==> src/rtl/sbda_pkg.sv <==
// ----------------------------------------------------------------------------
// sbda_pkg
// Shared constants and types of the signed binary to decimal ASCII converter:
// port widths, character codes, controller states and the command and status
// groups between controller and datapath.
// ----------------------------------------------------------------------------
package sbda_pkg;

  // default width of the converted integer
  localparam int VALUE_BITS = 64;

  // fixed port widths
  localparam int IN_BITS   = 64;
  localparam int CHAR_BITS = 6;
  localparam int OUT_BITS  = 8;

  // character codes
  localparam logic [CHAR_BITS-1:0] ASCII_ZERO  = 6'd48;
  localparam logic [CHAR_BITS-1:0] ASCII_MINUS = 6'd45;

  // controller states, one-hot
  typedef enum logic [3:0] {
    ST_IDLE  = 4'b0001,
    ST_CONV  = 4'b0010,
    ST_SIGN  = 4'b0100,
    ST_DIGIT = 4'b1000
  } state_t;

  // controller to datapath
  typedef struct packed {
    logic load;      // capture a new item
    logic step;      // one double-dabble step
    logic emit;      // move to the next lower digit
    logic sel_sign;  // present the minus sign
  } cmd_t;

  // datapath to controller
  typedef struct packed {
    logic negative;  // item is negative
    logic ptr_zero;  // current digit is the units digit
  } status_t;

endpackage

==> src/rtl/signed_binary_to_decimal_ascii_core.sv <==
// ----------------------------------------------------------------------------
// signed_binary_to_decimal_ascii_core
// Converts a signed integer to its decimal ASCII text, one character per
// output item, most significant first.
// ----------------------------------------------------------------------------
// One item at a time: an accepted integer (low VALUE_BITS bits, two's
// complement) is turned into its magnitude in the accept cycle, then a
// bit-serial double-dabble unit forms the BCD digits, and the text leaves
// one character per cycle while the sink is ready: a minus sign for
// negative values, then the digits without leading zeros, the last one
// flagged with tlast. The next item is accepted in the cycle after the
// last character is taken.
module signed_binary_to_decimal_ascii_core #(
  parameter int VALUE_BITS = sbda_pkg::VALUE_BITS
) (
  input  logic                          clk,
  input  logic                          rst,
  input  logic                          s_axis_tvalid,
  output logic                          s_axis_tready,
  input  logic [sbda_pkg::IN_BITS-1:0]  s_axis_tdata,   // [63:0] value
  output logic                          m_axis_tvalid,
  input  logic                          m_axis_tready,
  output logic [sbda_pkg::OUT_BITS-1:0] m_axis_tdata,   // [5:0] char_code, [7:6] zero
  output logic                          m_axis_tlast
);

  localparam int PAD_BITS = sbda_pkg::OUT_BITS - sbda_pkg::CHAR_BITS;

  sbda_pkg::cmd_t                 cmd;
  sbda_pkg::status_t              status;
  logic [sbda_pkg::CHAR_BITS-1:0] char_code;

  // control
  sbda_ctrl #(
    .VALUE_BITS (VALUE_BITS)
  ) u_ctrl (
    .clk       (clk),
    .rst       (rst),
    .in_valid  (s_axis_tvalid),
    .in_ready  (s_axis_tready),
    .out_valid (m_axis_tvalid),
    .out_ready (m_axis_tready),
    .out_last  (m_axis_tlast),
    .status    (status),
    .cmd       (cmd)
  );

  // conversion datapath
  sbda_datapath #(
    .VALUE_BITS (VALUE_BITS)
  ) u_datapath (
    .clk       (clk),
    .value     (s_axis_tdata),
    .cmd       (cmd),
    .status    (status),
    .char_code (char_code)
  );

  assign m_axis_tdata = {{PAD_BITS{1'b0}}, char_code};

  // never taking input while text is being sent
  assert property (@(posedge clk) disable iff (rst)
    !(s_axis_tready && m_axis_tvalid))
    else $error("input ready while output valid");

  // an accepted item starts the conversion, nothing is shown meanwhile
  assert property (@(posedge clk) disable iff (rst)
    (s_axis_tvalid && s_axis_tready) |=> (!s_axis_tready && !m_axis_tvalid))
    else $error("conversion did not start after accept");

  // taking the last character frees the block for the next item
  assert property (@(posedge clk) disable iff (rst)
    (m_axis_tvalid && m_axis_tready && m_axis_tlast) |=> s_axis_tready)
    else $error("not idle after last character");

  // only a minus sign or a digit ever leaves
  assert property (@(posedge clk) disable iff (rst)
    m_axis_tvalid |-> ((m_axis_tdata == 8'd45) ||
                       ((m_axis_tdata >= 8'd48) && (m_axis_tdata <= 8'd57))))
    else $error("character code out of range");

endmodule

==> src/rtl/sbda_datapath.sv <==
// ----------------------------------------------------------------------------
// sbda_datapath
// Magnitude shift register, bit-serial double-dabble BCD register with a
// leading-digit tracker, and the character output mux.
// ----------------------------------------------------------------------------
module sbda_datapath #(
  parameter int VALUE_BITS = sbda_pkg::VALUE_BITS
) (
  input  logic                             clk,
  input  logic [sbda_pkg::IN_BITS-1:0]     value,
  input  sbda_pkg::cmd_t                   cmd,
  output sbda_pkg::status_t                status,
  output logic [sbda_pkg::CHAR_BITS-1:0]   char_code
);

  // digits of the largest magnitude, 2^(VALUE_BITS-1)
  localparam int NDIG  = ((VALUE_BITS - 1) * 30103) / 100000 + 1;
  localparam int DIG_W = $clog2(NDIG);
  localparam int BCD_W = NDIG * 4;
  localparam logic [DIG_W-1:0] TOP_IDX = DIG_W'(NDIG - 1);

  logic [VALUE_BITS-1:0] mag;
  logic [BCD_W-1:0]      bcd;
  logic [DIG_W-1:0]      top;
  logic                  negative;

  logic [VALUE_BITS-1:0] v_in;
  logic [VALUE_BITS-1:0] mag_load;
  logic [BCD_W-1:0]      bcd_adj;
  logic [BCD_W-1:0]      bcd_shift;
  logic [DIG_W-1:0]      top_inc;
  logic                  grow;
  logic [3:0]            digit;

  // magnitude of the incoming item, upper bits ignored
  always_comb begin
    v_in     = value[VALUE_BITS-1:0];
    mag_load = v_in[VALUE_BITS-1] ? (~v_in + 1'b1) : v_in;
  end

  // add 3 to every digit of 5 or more, then shift in the next magnitude bit
  always_comb begin
    for (int i = 0; i < NDIG; i++) begin
      bcd_adj[i*4 +: 4] = (bcd[i*4 +: 4] >= 4'd5) ? (bcd[i*4 +: 4] + 4'd3) : bcd[i*4 +: 4];
    end
    bcd_shift = {bcd_adj[BCD_W-2:0], mag[VALUE_BITS-1]};
  end

  // the value at most doubles per step, so the leading digit moves up by one at most
  always_comb begin
    top_inc = top + 1'b1;
    grow    = (top != TOP_IDX) && (bcd_shift[top_inc*4 +: 4] != 4'd0);
  end

  // character of the current digit or the sign
  always_comb begin
    digit     = bcd[top*4 +: 4];
    char_code = cmd.sel_sign ? sbda_pkg::ASCII_MINUS
                             : sbda_pkg::ASCII_ZERO + {2'b00, digit};
  end

  assign status.negative = negative;
  assign status.ptr_zero = (top == '0);

  // datapath registers
  always_ff @(posedge clk) begin
    if (cmd.load) begin
      mag      <= mag_load;
      bcd      <= '0;
      top      <= '0;
      negative <= v_in[VALUE_BITS-1];
    end else if (cmd.step) begin
      mag <= {mag[VALUE_BITS-2:0], 1'b0};
      bcd <= bcd_shift;
      if (grow) begin
        top <= top_inc;
      end
    end else if (cmd.emit) begin
      top <= top - 1'b1;
    end
  end

endmodule

==> src/rtl/sbda_ctrl.sv <==
// ----------------------------------------------------------------------------
// sbda_ctrl
// Controller: takes an item, runs the bit-serial conversion for VALUE_BITS
// steps, then hands out the sign and the digits one per handshake.
// ----------------------------------------------------------------------------
module sbda_ctrl #(
  parameter int VALUE_BITS = sbda_pkg::VALUE_BITS
) (
  input  logic              clk,
  input  logic              rst,
  input  logic              in_valid,
  output logic              in_ready,
  output logic              out_valid,
  input  logic              out_ready,
  output logic              out_last,
  input  sbda_pkg::status_t status,
  output sbda_pkg::cmd_t    cmd
);

  localparam int CNT_W = $clog2(VALUE_BITS);
  localparam logic [CNT_W-1:0] CNT_LAST = CNT_W'(VALUE_BITS - 1);

  sbda_pkg::state_t state, state_next;
  logic [CNT_W-1:0] cnt, cnt_next;

  // handshake and command decode
  always_comb begin
    in_ready     = (state == sbda_pkg::ST_IDLE);
    out_valid    = (state == sbda_pkg::ST_SIGN) || (state == sbda_pkg::ST_DIGIT);
    out_last     = (state == sbda_pkg::ST_DIGIT) && status.ptr_zero;
    cmd.load     = in_ready && in_valid;
    cmd.step     = (state == sbda_pkg::ST_CONV);
    cmd.sel_sign = (state == sbda_pkg::ST_SIGN);
    cmd.emit     = (state == sbda_pkg::ST_DIGIT) && out_ready && !status.ptr_zero;
  end

  // next state
  always_comb begin
    state_next = state;
    cnt_next   = cnt;
    case (state)
      sbda_pkg::ST_IDLE: begin
        if (in_valid) begin
          state_next = sbda_pkg::ST_CONV;
          cnt_next   = CNT_LAST;
        end
      end
      sbda_pkg::ST_CONV: begin
        if (cnt == '0) begin
          state_next = status.negative ? sbda_pkg::ST_SIGN : sbda_pkg::ST_DIGIT;
        end else begin
          cnt_next = cnt - 1'b1;
        end
      end
      sbda_pkg::ST_SIGN: begin
        if (out_ready) begin
          state_next = sbda_pkg::ST_DIGIT;
        end
      end
      sbda_pkg::ST_DIGIT: begin
        if (out_ready && status.ptr_zero) begin
          state_next = sbda_pkg::ST_IDLE;
        end
      end
      default: begin
        state_next = sbda_pkg::ST_IDLE;
      end
    endcase
  end

  // state registers
  always_ff @(posedge clk) begin
    if (rst) begin
      state <= sbda_pkg::ST_IDLE;
      cnt   <= '0;
    end else begin
      state <= state_next;
      cnt   <= cnt_next;
    end
  end

endmodule
==> config.mk <==
export PLATFORM = sky130hd
export DESIGN_NAME = signed_binary_to_decimal_ascii_core
export DESIGN_NICKNAME = d
export VERILOG_FILES = /design/src/rtl/sbda_pkg.sv /design/src/rtl/signed_binary_to_decimal_ascii_core.sv /design/src/rtl/sbda_datapath.sv /design/src/rtl/sbda_ctrl.sv
export SDC_FILE = /design/constraint.sdc
export NUM_CORES = 1
export LEC_CHECK = 0
export ABC_AREA = 1
export BUFFER_PORTS_ARGS = -buffer_cell sky130_fd_sc_hd__clkbuf_2
export CORE_UTILIZATION = 40
export CTS_CLUSTER_DIAMETER = 80
export DETAILED_ROUTE_END_ITERATION = 8
export PLACE_DENSITY = 0.54
export SYNTH_ARGS = -nofsm -noshare
export SYNTH_HDL_FRONTEND = slang
export SYNTH_SLANG_ARGS = --single-unit
==> constraint.sdc <==
create_clock -name clk -period 6.4 [get_ports clk]
set_clock_uncertainty 0.2 [all_clocks]
set_input_delay 0.64 -clock clk [delete_from_list [all_inputs] [get_ports clk]]
set_output_delay 0.64 -clock clk [all_outputs]
set_load 0.03 [all_outputs]
# Word level (Yosys, flattened, before mapping)
# Index checks and enable logic that the tools add are counted.
[totals]
ff_bits = 156
latch_bits = 0
ram_bits = 0
rom_bits = 0
inputBits = 68
output_inout_bits = 11
word_cells = 115
mem_count = 0
[op_classes]
addsub = 24
n_mul = 0
div_mod_pow = 0
order_cmp = 19
n_eq_ne = 11
shift = 2
n_mux = 35
bitwise_logic = 1
reduce_logical = 17
[ops]
columns = ["cell", "count"]
rows = [
  ["64-bit two-way mux", 3],
  ["76-bit by 8-bit indexed part select with 4-bit output", 2],
  ["4-bit two-way mux", 23],
  ["4-bit by 3-bit >= comparator with 1-bit output (second input constant)", 19],
  ["4-bit by 2-bit adder with 4-bit output (second input constant)", 18],
  ["64-bit by 1-bit adder with 64-bit output (second input constant)", 1],
  ["64-bit inverter", 1],
  ["6-bit two-way mux", 3],
  ["4-bit case mux with 4 select lines", 1],
  ["5-bit two-way mux", 3],
  ["6-bit case mux with 2 select lines", 1],
  ["2-bit != test (second input constant)", 4],
  ["5-bit by 5-bit adder with 6-bit output (first input constant)", 1],
  ["1-bit logical AND", 6],
  ["6-bit logical NOT", 1],
  ["2-bit nonzero test", 3],
  ["6-bit by 1-bit subtractor with 6-bit output (second input constant)", 1],
  ["5-bit by 1-bit adder with 5-bit output (second input constant)", 1],
  ["5-bit logical NOT", 1],
  ["5-bit != test (second input constant)", 1],
  ["5-bit by 1-bit subtractor with 5-bit output (second input constant)", 1],
  ["4-bit by 1-bit equality test with 1-bit output (second input constant)", 1],
  ["4-bit by 2-bit equality test with 1-bit output (second input constant)", 1],
  ["4-bit by 3-bit equality test with 1-bit output (second input constant)", 1],
  ["other kinds (10)", 11],
]

# Logic depth before layout (Yosys ltp)
# Gate-level depths: netlist of the first run.
[depth]
word_depth = 7
mapped_depth = 19
mapped_depth_nobuf = 19

# Hierarchy
# A second synthesis of the first run with hierarchy kept.
[hier_totals]
cells_unflattened = 1597
area_unflattened_um2 = 11086.9
[by_module_without_submodules]
columns = ["mod", "n_inst", "cells_each", "area_per_inst_um2", "seq_area_each_um2"]
rows = [
  ["sbda_datapath", 1, 1491, 10418.7, 3573.4],
  ["sbda_ctrl", 1, 103, 649.4, 200.2],
  ["signed_binary_to_decimal_ascii_core", 1, 3, 18.8, 0.0],
]

# Worst setup path after synthesis of the first run
# No wires, ideal clock.
[synth_timing]
kind = "reg2reg"
startpoint = "reg u_ctrl.state[3]"
endpoint = "reg u_datapath.mag[0] (enable)"
setup_ps = 453
arrival_ps = 3339
setup_slack_ps = 2407
stages_incl_launch_ff = 7
cell_sequence = "dfxtp_1 -> nor2_1 -> inv_1 -> nor3_2 -> nand2_1 -> nand2_1 -> buf_1"
[synth_via]
elab_chain_cells = 3
word_cells_on_any_way = 4
cone_classes = "2 x eq/ne; 2 x reduce/logical"
[synth_lines]
columns = ["item", "line", "rtl"]
rows = [
  ["from (decl)", "sbda_ctrl.sv:23", "sbda_pkg::state_t state, state_next;"],
  ["from (signal assigned)", "sbda_ctrl.sv:74", "state <= sbda_pkg::ST_IDLE;"],
  ["from (signal assigned)", "sbda_ctrl.sv:77", "state <= state_next;"],
  ["4-bit by 1-bit equality test with 1-bit output", "sbda_ctrl.sv:28", "in_ready = (state == sbda_pkg::ST_IDLE);"],
  ["via s_axis_tready", "signed_binary_to_decimal_ascii_core.sv:19", "output logic s_axis_tready,"],
  ["1-bit logical AND", "sbda_ctrl.sv:31", "cmd.load = in_ready && in_valid;"],
  ["2-bit nonzero test (no source line)", "n/a", ""],
  ["to (signal assigned)", "sbda_datapath.sv:68", "mag <= mag_load;"],
  ["to (signal assigned)", "sbda_datapath.sv:73", "mag <= {mag[VALUE_BITS-2:0], 1'b0};"],
  ["to (decl)", "sbda_datapath.sv:22", "logic [VALUE_BITS-1:0] mag;"],
]
# The timed path passes the listed nets, and every way through them passes these cells.
# A chain may end at the register's enable or synchronous reset.

# Worst setup path in the final report of the first run
[layout_timing]
startpoint = "reg u_datapath.top[0]"
endpoint = "out m_axis_tdata[2] (netlist bit)"
[layout_via]
elab_chain_cells = 3
[layout_lines]
columns = ["item", "line", "rtl"]
rows = [
  ["from (decl)", "sbda_datapath.sv:24", "logic [DIG_W-1:0] top;"],
  ["from (signal assigned)", "sbda_datapath.sv:76", "top <= top_inc;"],
  ["from (signal assigned)", "sbda_datapath.sv:79", "top <= top - 1'b1;"],
  ["76-bit by 8-bit indexed part select with 4-bit output", "sbda_datapath.sv:57", "digit = bcd[top*4 +: 4];"],
  ["5-bit by 5-bit adder with 6-bit output", "sbda_datapath.sv:59", ": sbda_pkg::ASCII_ZERO + {2'b00, digit};"],
  ["6-bit two-way mux", "sbda_datapath.sv:58", "char_code = cmd.sel_sign ? sbda_pkg::ASCII_MINUS"],
  ["to (decl)", "signed_binary_to_decimal_ascii_core.sv:23", "output logic [sbda_pkg::OUT_BITS-1:0] m_axis_tdata,"],
]
# Every way passes these cells.

==> results of run 1 <==
worst reg2reg max path: cells and delay by family (launching register included):
kind	cells	cell delay (ps)
AOI/OAI and AO/OA	1	210
adders and majority gates	1	520
buffers and inverters	2	690
DFF	1	850
and+or+nand+nor	10	1670
registers in the layout (all words and copies together), names as in the netlist:
name and flops:
u_datapath.negative 1, u_ctrl.state 4, u_datapath.top 5, u_datapath.mag 64, u_datapath.bcd 76, u_ctrl.cnt 6
layout make-up:
cell class,instances,share of cell area [%]
clock buffer,20,3.65
tap,341,3.48
sequential,156,30.8
timing repair buffer,80,3.37
clock inverter,12,0.929
inverter,212,6.50
multi-input combinational,1186,51.3
routing by layer:
layer  global-route usage, %  wire (um)  vias to the layer above  share of wire [%]
li1                        -          -                     5493                  -
met1                    29.4      14600                     4863                 48
met2                    37.4      14100                      225                 46
met3                    2.73       1130                       31                3.7
met4                    6.21        486                        0                1.6
met5                       0          0                        -                  0
per-stage QoR:
step / setup slack (ps) / total power [mW] / cell area, um^2 / hold slack, ps / cells
floorplan: 2410 / 2.61 / 11100 / 254 / 1612
global placement: 2530 / 3.00 / 11700 / 269 / 1975
detailed placement: 2260 / 3.01 / 11700 / 280 / 1975
CTS: 1990 / 4.02 / 12300 / 291 / 2007
global route: 1730 / 4.29 / 12300 / 332 / 2007
finish: 1990 / 3.99 / 12300 / 283 / 2007
path summary, 6_finish.rpt:
path / cells after the start / end / from
setup reg to reg: 14 / u_datapath.top[0] / u_datapath.top[0]
hold reg to reg: 2 / u_ctrl.cnt[5] / u_ctrl.cnt[5]
hold / removal: 2 / u_ctrl.cnt[5] / u_ctrl.cnt[5]
setup / recovery: 8 / m_axis_tdata[2] / u_datapath.top[0]
cells by family (layout without fill, tap and decap cells):
family                     count (synthesis)  count (layout)
DFF                                      156             156
xor gates and xnor gates                  45              45
other                                      2               3
buffers and inverters                    270             324
and+or+nand+nor                          790             790
AOI/OAI and AO/OA                        303             303
adders and majority gates                 45              45
placed cells by master, fill, tap and decap left out, drive strengths merged, types with 4 or more instances in the layout:
cell type  count
buf            5
ha            45
nor4          10
o21ai        155
clkbuf        95
xnor2          6
dfxtp         91
nor3          15
clkinv         6
o211ai        11
or2            7
o31ai         11
o2111ai        5
xor2          39
a21oi         45
o221ai        11
edfxtp        65
a31oi         15
nand2        425
nand4         45
clkinvlp       4
o22ai         37
nor2         131
nand3        154
inv          213
power groups by stage:
| stage | logic (mW) | clock network [mW] | registers (mW) |
|---|---|---|---|
| CTS | 1.51 | 1.02 | 1.49 |
| global route | 1.72 | 1.05 | 1.52 |
| finish | 1.50 | 0.993 | 1.49 |
| detailed placement | 1.51 | 0 | 1.51 |
| global placement | 1.50 | 0 | 1.50 |
| floorplan | 1.15 | 0 | 1.45 |
==> metrics, run 1 <==
Ys Warns=0; core box area=0.0270 mm^2; pwr/cell area=325 mW/mm^2; adder-cell share of the synthesized area=5.08%; Setup crit end kind=primary output; Iter 0 DRT Violations=871; # H-tree levels=4; die width=168 um; DR vias/cell=5.29; Seq. cell area=0.00377 mm^2; chip height=168 um; top cells by count, synth=nand2_1 (414), inv_1 (201), nand3_1 (149); crit-path most repeated cell=nand2_1; GRT Resource Usage Total=22.1%; LEAKAGE=5.39 nW; initial antenna violation count=0; Die ar.=0.0284 mm^2; cell internal pwr=2.38 mW; simple-gate share of the synthesized area=31.8%; Synth Area in Compound Gates=16.0%; family with the most delay on the worst path=simple AND/OR/NAND/NOR gates; Post-CTS Setup Repair Bufs=0; via count=10600; TritonCTS Buffers=17; kind of critical path=register to primary output; Cell variety after synth=55; synthesized flop and latch total=156; sequential power share=37.4%; Final Util=45.3%; crit path max fanout=39; fin crit period=4410 ps; initial core utilization=41.0%; synthesized area=0.0111 mm^2; hpwl dp=22.1 mm; Rows=60; sw power=1.61 mW; largest net degree at the start of global routing=110; R2R Setup Slk=2180 ps; CTS Buffer Depth=2; nets=1766; Combinational Power Share=37.7%; highest clock rate=0.227 GHz; Final Max Slew Viols=0; count leader, synth=nand2_1; n_diodes=0; clock slew at reported path FFs=70 ps; xor-xnor portion of the synthesized cell area=3.56%; GRT Residual Overflow=0; sequential cell area fraction in the yosys report=34.1%; layout filler cell count=2869; Port Buffers=75; Mean Syn Cell Area=6.88 um^2; sw frac=40.3%; Async SR Flop Fraction=0%; Final period util=68.9%; relative slew slack=20.6%; total wire length=30.3 mm; EDFF count, synth=65; IO Pins=79; TNS Setup=0 ps; Area contributors post-synth=edfxtp_1 (18%), dfxtp_1 (16%), nand2_1 (14%); DRC Markers=0; ys flop type=dfxtp_1; status=completed; Hold WC Path Type=register to register; mux share of post-synthesis cell area=0%; VDD IR-drop max=0.183 mV; Final Hold Violating Endpoints=0; critical path cell sequence=inv_2, nand2_1, o221ai_1, o211ai_1, nand3_1, a22oi_1, nand2_1, clkbuf_2; gpl congestion=0.850; layout cells sized above 1=9.66%; area of the multi-input gates=0.00628 mm^2; first-pass GRT wire length=50.5 mm; drt wl/cell=15.1 um; Worst EP required=5560 ps; Crit path largest cell delay=850 ps; slowest stage cell, crit path=dfxtp_1; Max-Cap Viols=0; CTS Root Cell=clkbuf_16; arrival time worst endpoint=3570 ps; Syn Inst Count=1611; Syn-to-layout area delta=10.6%; largest area contributor in the netlist=edfxtp_1; DR pass1 iterations=5; Worst Tran Pin Value=1190 ps; final setup fails=0; clock share of power=24.9%; Hold-fix buffers, CTS=0; WP buf/inv=2; vias in the first global route=9999; largest family of logic cells by synthesized area=simple AND/OR/NAND/NOR gates; CTS tree=built; startpoint types=register; Yosys top cell area share=17.6%; Clock Latency Late Sink=430 ps; Clock Sinks=156; Post-CTS Resized=0; Post-DRT Antenna Nets=0; unrepaired setup endpoints after global routing=false
Note: power is estimated with default switching activity, not from simulation.
==> inputs of run 2 (changes only) <==
Clock period 6.4 ns to 4.6 ns, I/O delays scaled along.
==> metrics, run 2 (synthesis gave the netlist of run 1 again) <==
DR vias/cell=5.29; cell internal pwr=3.39 mW; commonest non-fill, non-tap cell in the layout=nand2_1; Clock Latency Late Sink=430 ps; Combinational Power Share=38.7%; sw power=2.29 mW; IO Pins=79; layout cells sized above 1=10.0%; VDD IR-drop max=0.215 mV; TritonCTS Buffers=17; Iter 0 DRT Violations=856; initial core utilization=41.0%; Setup crit end kind=primary output; max reg flops=76; Die ar.=0.0284 mm^2; pwr/cell area=460 mW/mm^2; sw frac=40.3%; status=completed; GRT Residual Overflow=0; Final Hold Violating Endpoints=0; Hold WC Path Type=input port to register; via count=10700; Final Max Slew Viols=0; Post-CTS Resized=0; Syn-to-layout area delta=11.5%; crit-path most repeated cell=nand2_1; CTS tree=built; drt wl/cell=15.4 um; highest clock rate=0.276 GHz; commonest non-fill, non-tap cells in the layout=nand2_1 (412), inv_1 (201), nand3_1 (148); vias in the first global route=10000; final setup fails=0; arrival time worst endpoint=2970 ps; Clock Sinks=156; GRT Resource Usage Total=22.5%; startpoint types=register; Hold-fix buffers, CTS=0; Final period util=78.8%; Port Buffers=75; Overall Power=5.68 mW; Max-Cap Viols=0; Crit path largest cell delay=620 ps; initial antenna violation count=0; nets=1772; CTS Root Cell=clkbuf_16; slowest stage cell, crit path=nand2_1; clock slew at reported path FFs=70 ps; # H-tree levels=4; sequential power share=35.8%; Post-DRT Antenna Nets=0; crit path max fanout=39; n_diodes=0; gpl congestion=0.861; Worst EP required=3940 ps; TNS Setup=0 ps; Post-CTS Setup Repair Bufs=0; critical path cell sequence=inv_2, nand2_1, o2111ai_1, o211ai_1, nand3_1, nand2_1, a21oi_1, clkbuf_2; CTS Buffer Depth=2; fin crit period=3630 ps; total wire length=31.0 mm; core box area=0.0270 mm^2; largest net degree at the start of global routing=83; chip height=168 um; clock share of power=25.5%; Largest Register=u_datapath.bcd; die width=168 um; DR pass1 iterations=5; Worst Tran Pin Value=916 ps; kind of critical path=register to primary output; unrepaired setup endpoints after global routing=false; DRC Markers=0; hpwl dp=22.8 mm; first-pass GRT wire length=51.2 mm; Rows=60; biggest regs=u_datapath.bcd (76), u_datapath.mag (64), u_ctrl.cnt (6); LEAKAGE=5.45 nW; relative slew slack=38.7%
==> run 2: worst paths after layout <==
| check | startpoint | to | slack [ps] | cells past startpoint |
|---|---|---|---|---|
| max | u_datapath.top[0] | m_axis_tdata[1] | 970 | 8 |
| min reg2reg | u_ctrl.cnt[5] | u_ctrl.cnt[5] | 290 | 2 |
| max reg2reg | u_datapath.top[0] | u_datapath.top[3] | 1270 | 17 |
| min | rst | u_ctrl.state[3] | 150 | 2 |
==> run 2: layer usage <==
metal | vias to the layer above | GRT usage, % | share of wire [%]
li1 | 5510 | - | -
met1 | 4871 | 31.1 | 49
met2 | 243 | 36.7 | 46
met3 | 30 | 2.28 | 3.1
met4 | 0 | 7.23 | 1.9
met5 | - | 0 | 0
==> run 2: layout make-up <==
class                   count  area, um^2
clock inverters            14         159
inverters                 212         796
multi-input cells        1186        6280
clock buffers              18         429
flip-flops and latches    156        3770
repair buffers             86         483
fillers                  2787       14700
well taps                 341         427
==> run 2: critical path, delay by kind of cell, from the launching register on <==
kind	cells	cell delay (ps)
and+or+nand+nor	3	840
AOI/OAI and AO/OA	3	700
DFF	1	310
buffers and inverters	2	670
==> run 2: power by group through the flow <==
stage / Clock, mW / Sequential (mW) / Combinational (mW)
2_1_floorplan: 0 / 2.02 / 1.60
3_3_place_gp: 0 / 2.05 / 2.19
3_5_place_dp: 0 / 2.06 / 2.21
4_1_cts: 1.48 / 2.03 / 2.22
5_1_grt: 1.53 / 2.07 / 2.51
6_report: 1.45 / 2.03 / 2.20
==> run 2: per-stage QoR <==
stage / setup slack [ps] / hold slack [ps] / instances / area (um^2) / utilization, %
3_5_place_dp: 1240 / 279 / 1981 / 11800 / 43.5
3_3_place_gp: 1400 / 269 / 1981 / 11800 / 43.5
2_1_floorplan: 607 / 254 / 1612 / 11100 / -
6_report: 975 / 145 / 2013 / 12300 / 45.7
5_1_grt: 664 / 151 / 2013 / 12300 / 45.7
4_1_cts: 923 / 130 / 2013 / 12300 / 45.7
==> inputs of run 3 (changes only) <==
Settings changed: ABC_AREA 1 to 0, PLACE_DENSITY 0.54 to 0.56.
Clock period 4.6 ns to 3.11 ns, I/O delays scaled along.
==> metrics, run 3 <==
status=completed; pwr/cell area=429 mW/mm^2; nets=1406; drt wl/cell=16.8 um; Final Max Slew Viols=0; Hold WC Path Type=input port to register; GRT Resource Usage Total=20.5%; DR vias/cell=5.58; Clock Latency Late Sink=430 ps; CTS Root Cell=clkbuf_16; layout cells sized above 1=17.9%; crit path max fanout=13; commonest non-fill, non-tap cells in the layout=o21ai_0 (165), nand2_1 (126), dfxtp_1 (90); arrival time worst endpoint=3210 ps; initial antenna violation count=0; Worst EP required=3260 ps; fin crit period=3060 ps; Syn Inst Count=1216; gpl congestion=0.901; synthesized area=0.0106 mm^2; final setup fails=0; EDFF count, synth=65; sequential power share=45.7%; Post-DRT Antenna Nets=0; HP Start=s_axis_tdata[48]; largest area contributor in the netlist=edfxtp_1; commonest non-fill, non-tap cell in the layout=o21ai_0; TritonCTS Buffers=17; Max-Cap Viols=0; n_diodes=0; initial core utilization=40.7%; ys flop type=dfxtp_1; Async SR Flop Fraction=0%; cell internal pwr=3.82 mW; core box area=0.0261 mm^2; CTS Buffer Depth=2; sw power=1.46 mW; clock slew at reported path FFs=80 ps; via count=9153; biggest regs=u_datapath.bcd (76), u_datapath.mag (64), u_ctrl.cnt (6); Yosys top cell area share=18.4%; hold_ws=56.6 ps; hpwl dp=19.1 mm; Die ar.=0.0272 mm^2; sw frac=27.7%; Post-CTS Setup Repair Bufs=0; GRT Residual Overflow=0; Iter 0 DRT Violations=707; first-pass GRT wire length=43.5 mm; Syn-to-layout area delta=16.0%; CTS tree=built; highest clock rate=0.327 GHz; Mean Syn Cell Area=8.72 um^2; R2R Setup Slk=50 ps; top cells by count, synth=o21ai_0 (165), nand2_1 (127), dfxtp_1 (91); CP startpoint=u_datapath.top[0]; dpl cell area=0.0116 mm^2; Final period util=98.4%; total wire length=27.5 mm; # H-tree levels=4; Final Hold Violating Endpoints=0; die width=165 um; VDD IR-drop max=0.329 mV; Setup crit end kind=register; Largest Register=u_datapath.bcd; vias in the first global route=8396; clock share of power=40.7%; FF-to-FF path depth=9; Ys Warns=0; Overall Power=5.28 mW; Area contributors post-synth=edfxtp_1 (18%), dfxtp_1 (17%), o21ai_0 (7.8%); DR pass1 iterations=5; Clock Sinks=156; startpoint types=register; RR Startpoint=u_datapath.top[0]; chip height=165 um; Port Buffers=75; Worst Hold Path Cells=3; fin area=0.0123 mm^2; fin worst setup slack=50.6 ps; synthesized flop and latch total=156; largest net degree at the start of global routing=184; Combinational Power Share=13.6%; count leader, synth=o21ai_0; Cell variety after synth=71; Rows=59; Final Util=47.2%; DRC Markers=0; kind of critical path=register to register; relative slew slack=46.3%; pre-CTS WS=-80.3 ps; Worst Tran Pin Value=805 ps; IO Pins=79; LEAKAGE=4.47 nW; sequential cell area fraction in the yosys report=35.6%; max reg flops=76
[run 3: repair_timing]
action	4_1_cts	5_1_grt
hold buffers	1	0
gates resized for setup	0	7
hold endpoints to repair	5	0
setup endpoints to repair	0	9
[run 3: through the flow]
step                      std cells  TNS, ps
final                          1641        0
after global routing           1641    -1.20
after CTS                      1639        0
after detailed placement       1606     -381
after global placement         1606     -120
after floorplan                1217        0
[run 3: power groups by stage]
| stage | combinational, mW | sequential [mW] | clock (mW) |
|---|---|---|---|
| after global routing | 0.818 | 2.43 | 2.26 |
| after detailed placement | 0.727 | 2.46 | 0 |
| after CTS | 0.731 | 2.41 | 2.19 |
| after global placement | 0.721 | 2.45 | 0 |
| after floorplan | 0.459 | 2.44 | 0 |
| final | 0.720 | 2.41 | 2.15 |
[run 3: area by class of cell]
| cell class | instances | area, um^2 |
|---|---|---|
| clock inverters | 14 | 159 |
| clock buffers | 18 | 429 |
| repair buffers | 134 | 931 |
| multi-input cells | 926 | 6360 |
| well taps | 335 | 419 |
| flip-flops and latches | 156 | 3780 |
| inverters | 58 | 219 |
| fillers | 2498 | 13800 |
[run 3: final timing paths]
path | end
min reg2reg | u_ctrl.cnt[0]
max reg2reg | u_datapath.top[1]
max | u_datapath.top[1]
min | u_datapath.mag[48]
[run 3: cells by family after synthesis]
kind of cell,share of synthesized area (%)
AOI/OAI and AO/OA,22.3
xor gates and xnor gates,6.69
adders and majority gates,5.31
buffers and inverters,4.91
DFF,35.6
muxes,7.32
other,0.0708
and+or+nand+nor,17.8
[run 3: worst max-delay path, cell delays in order (launching register included)]
cell and delay (ps):
dfxtp_4 410, inv_2 50, ha_1 410, buf_4 260, a2111oi_0 500, a311oi_1 160, nor4_2 460, nor3_1 130
a21oi_2 190, mux2i_1 200
[run 3: per-layer routing]
metal / routed length, um / GRT usage (%) / vias to the layer above
li1: - / - / 4629
met1: 13200 / 28.0 / 4266
met2: 12400 / 32.3 / 221
met3: 1400 / 4.22 / 37
met4: 564 / 6.38 / 0
met5: 0 / 0 / -
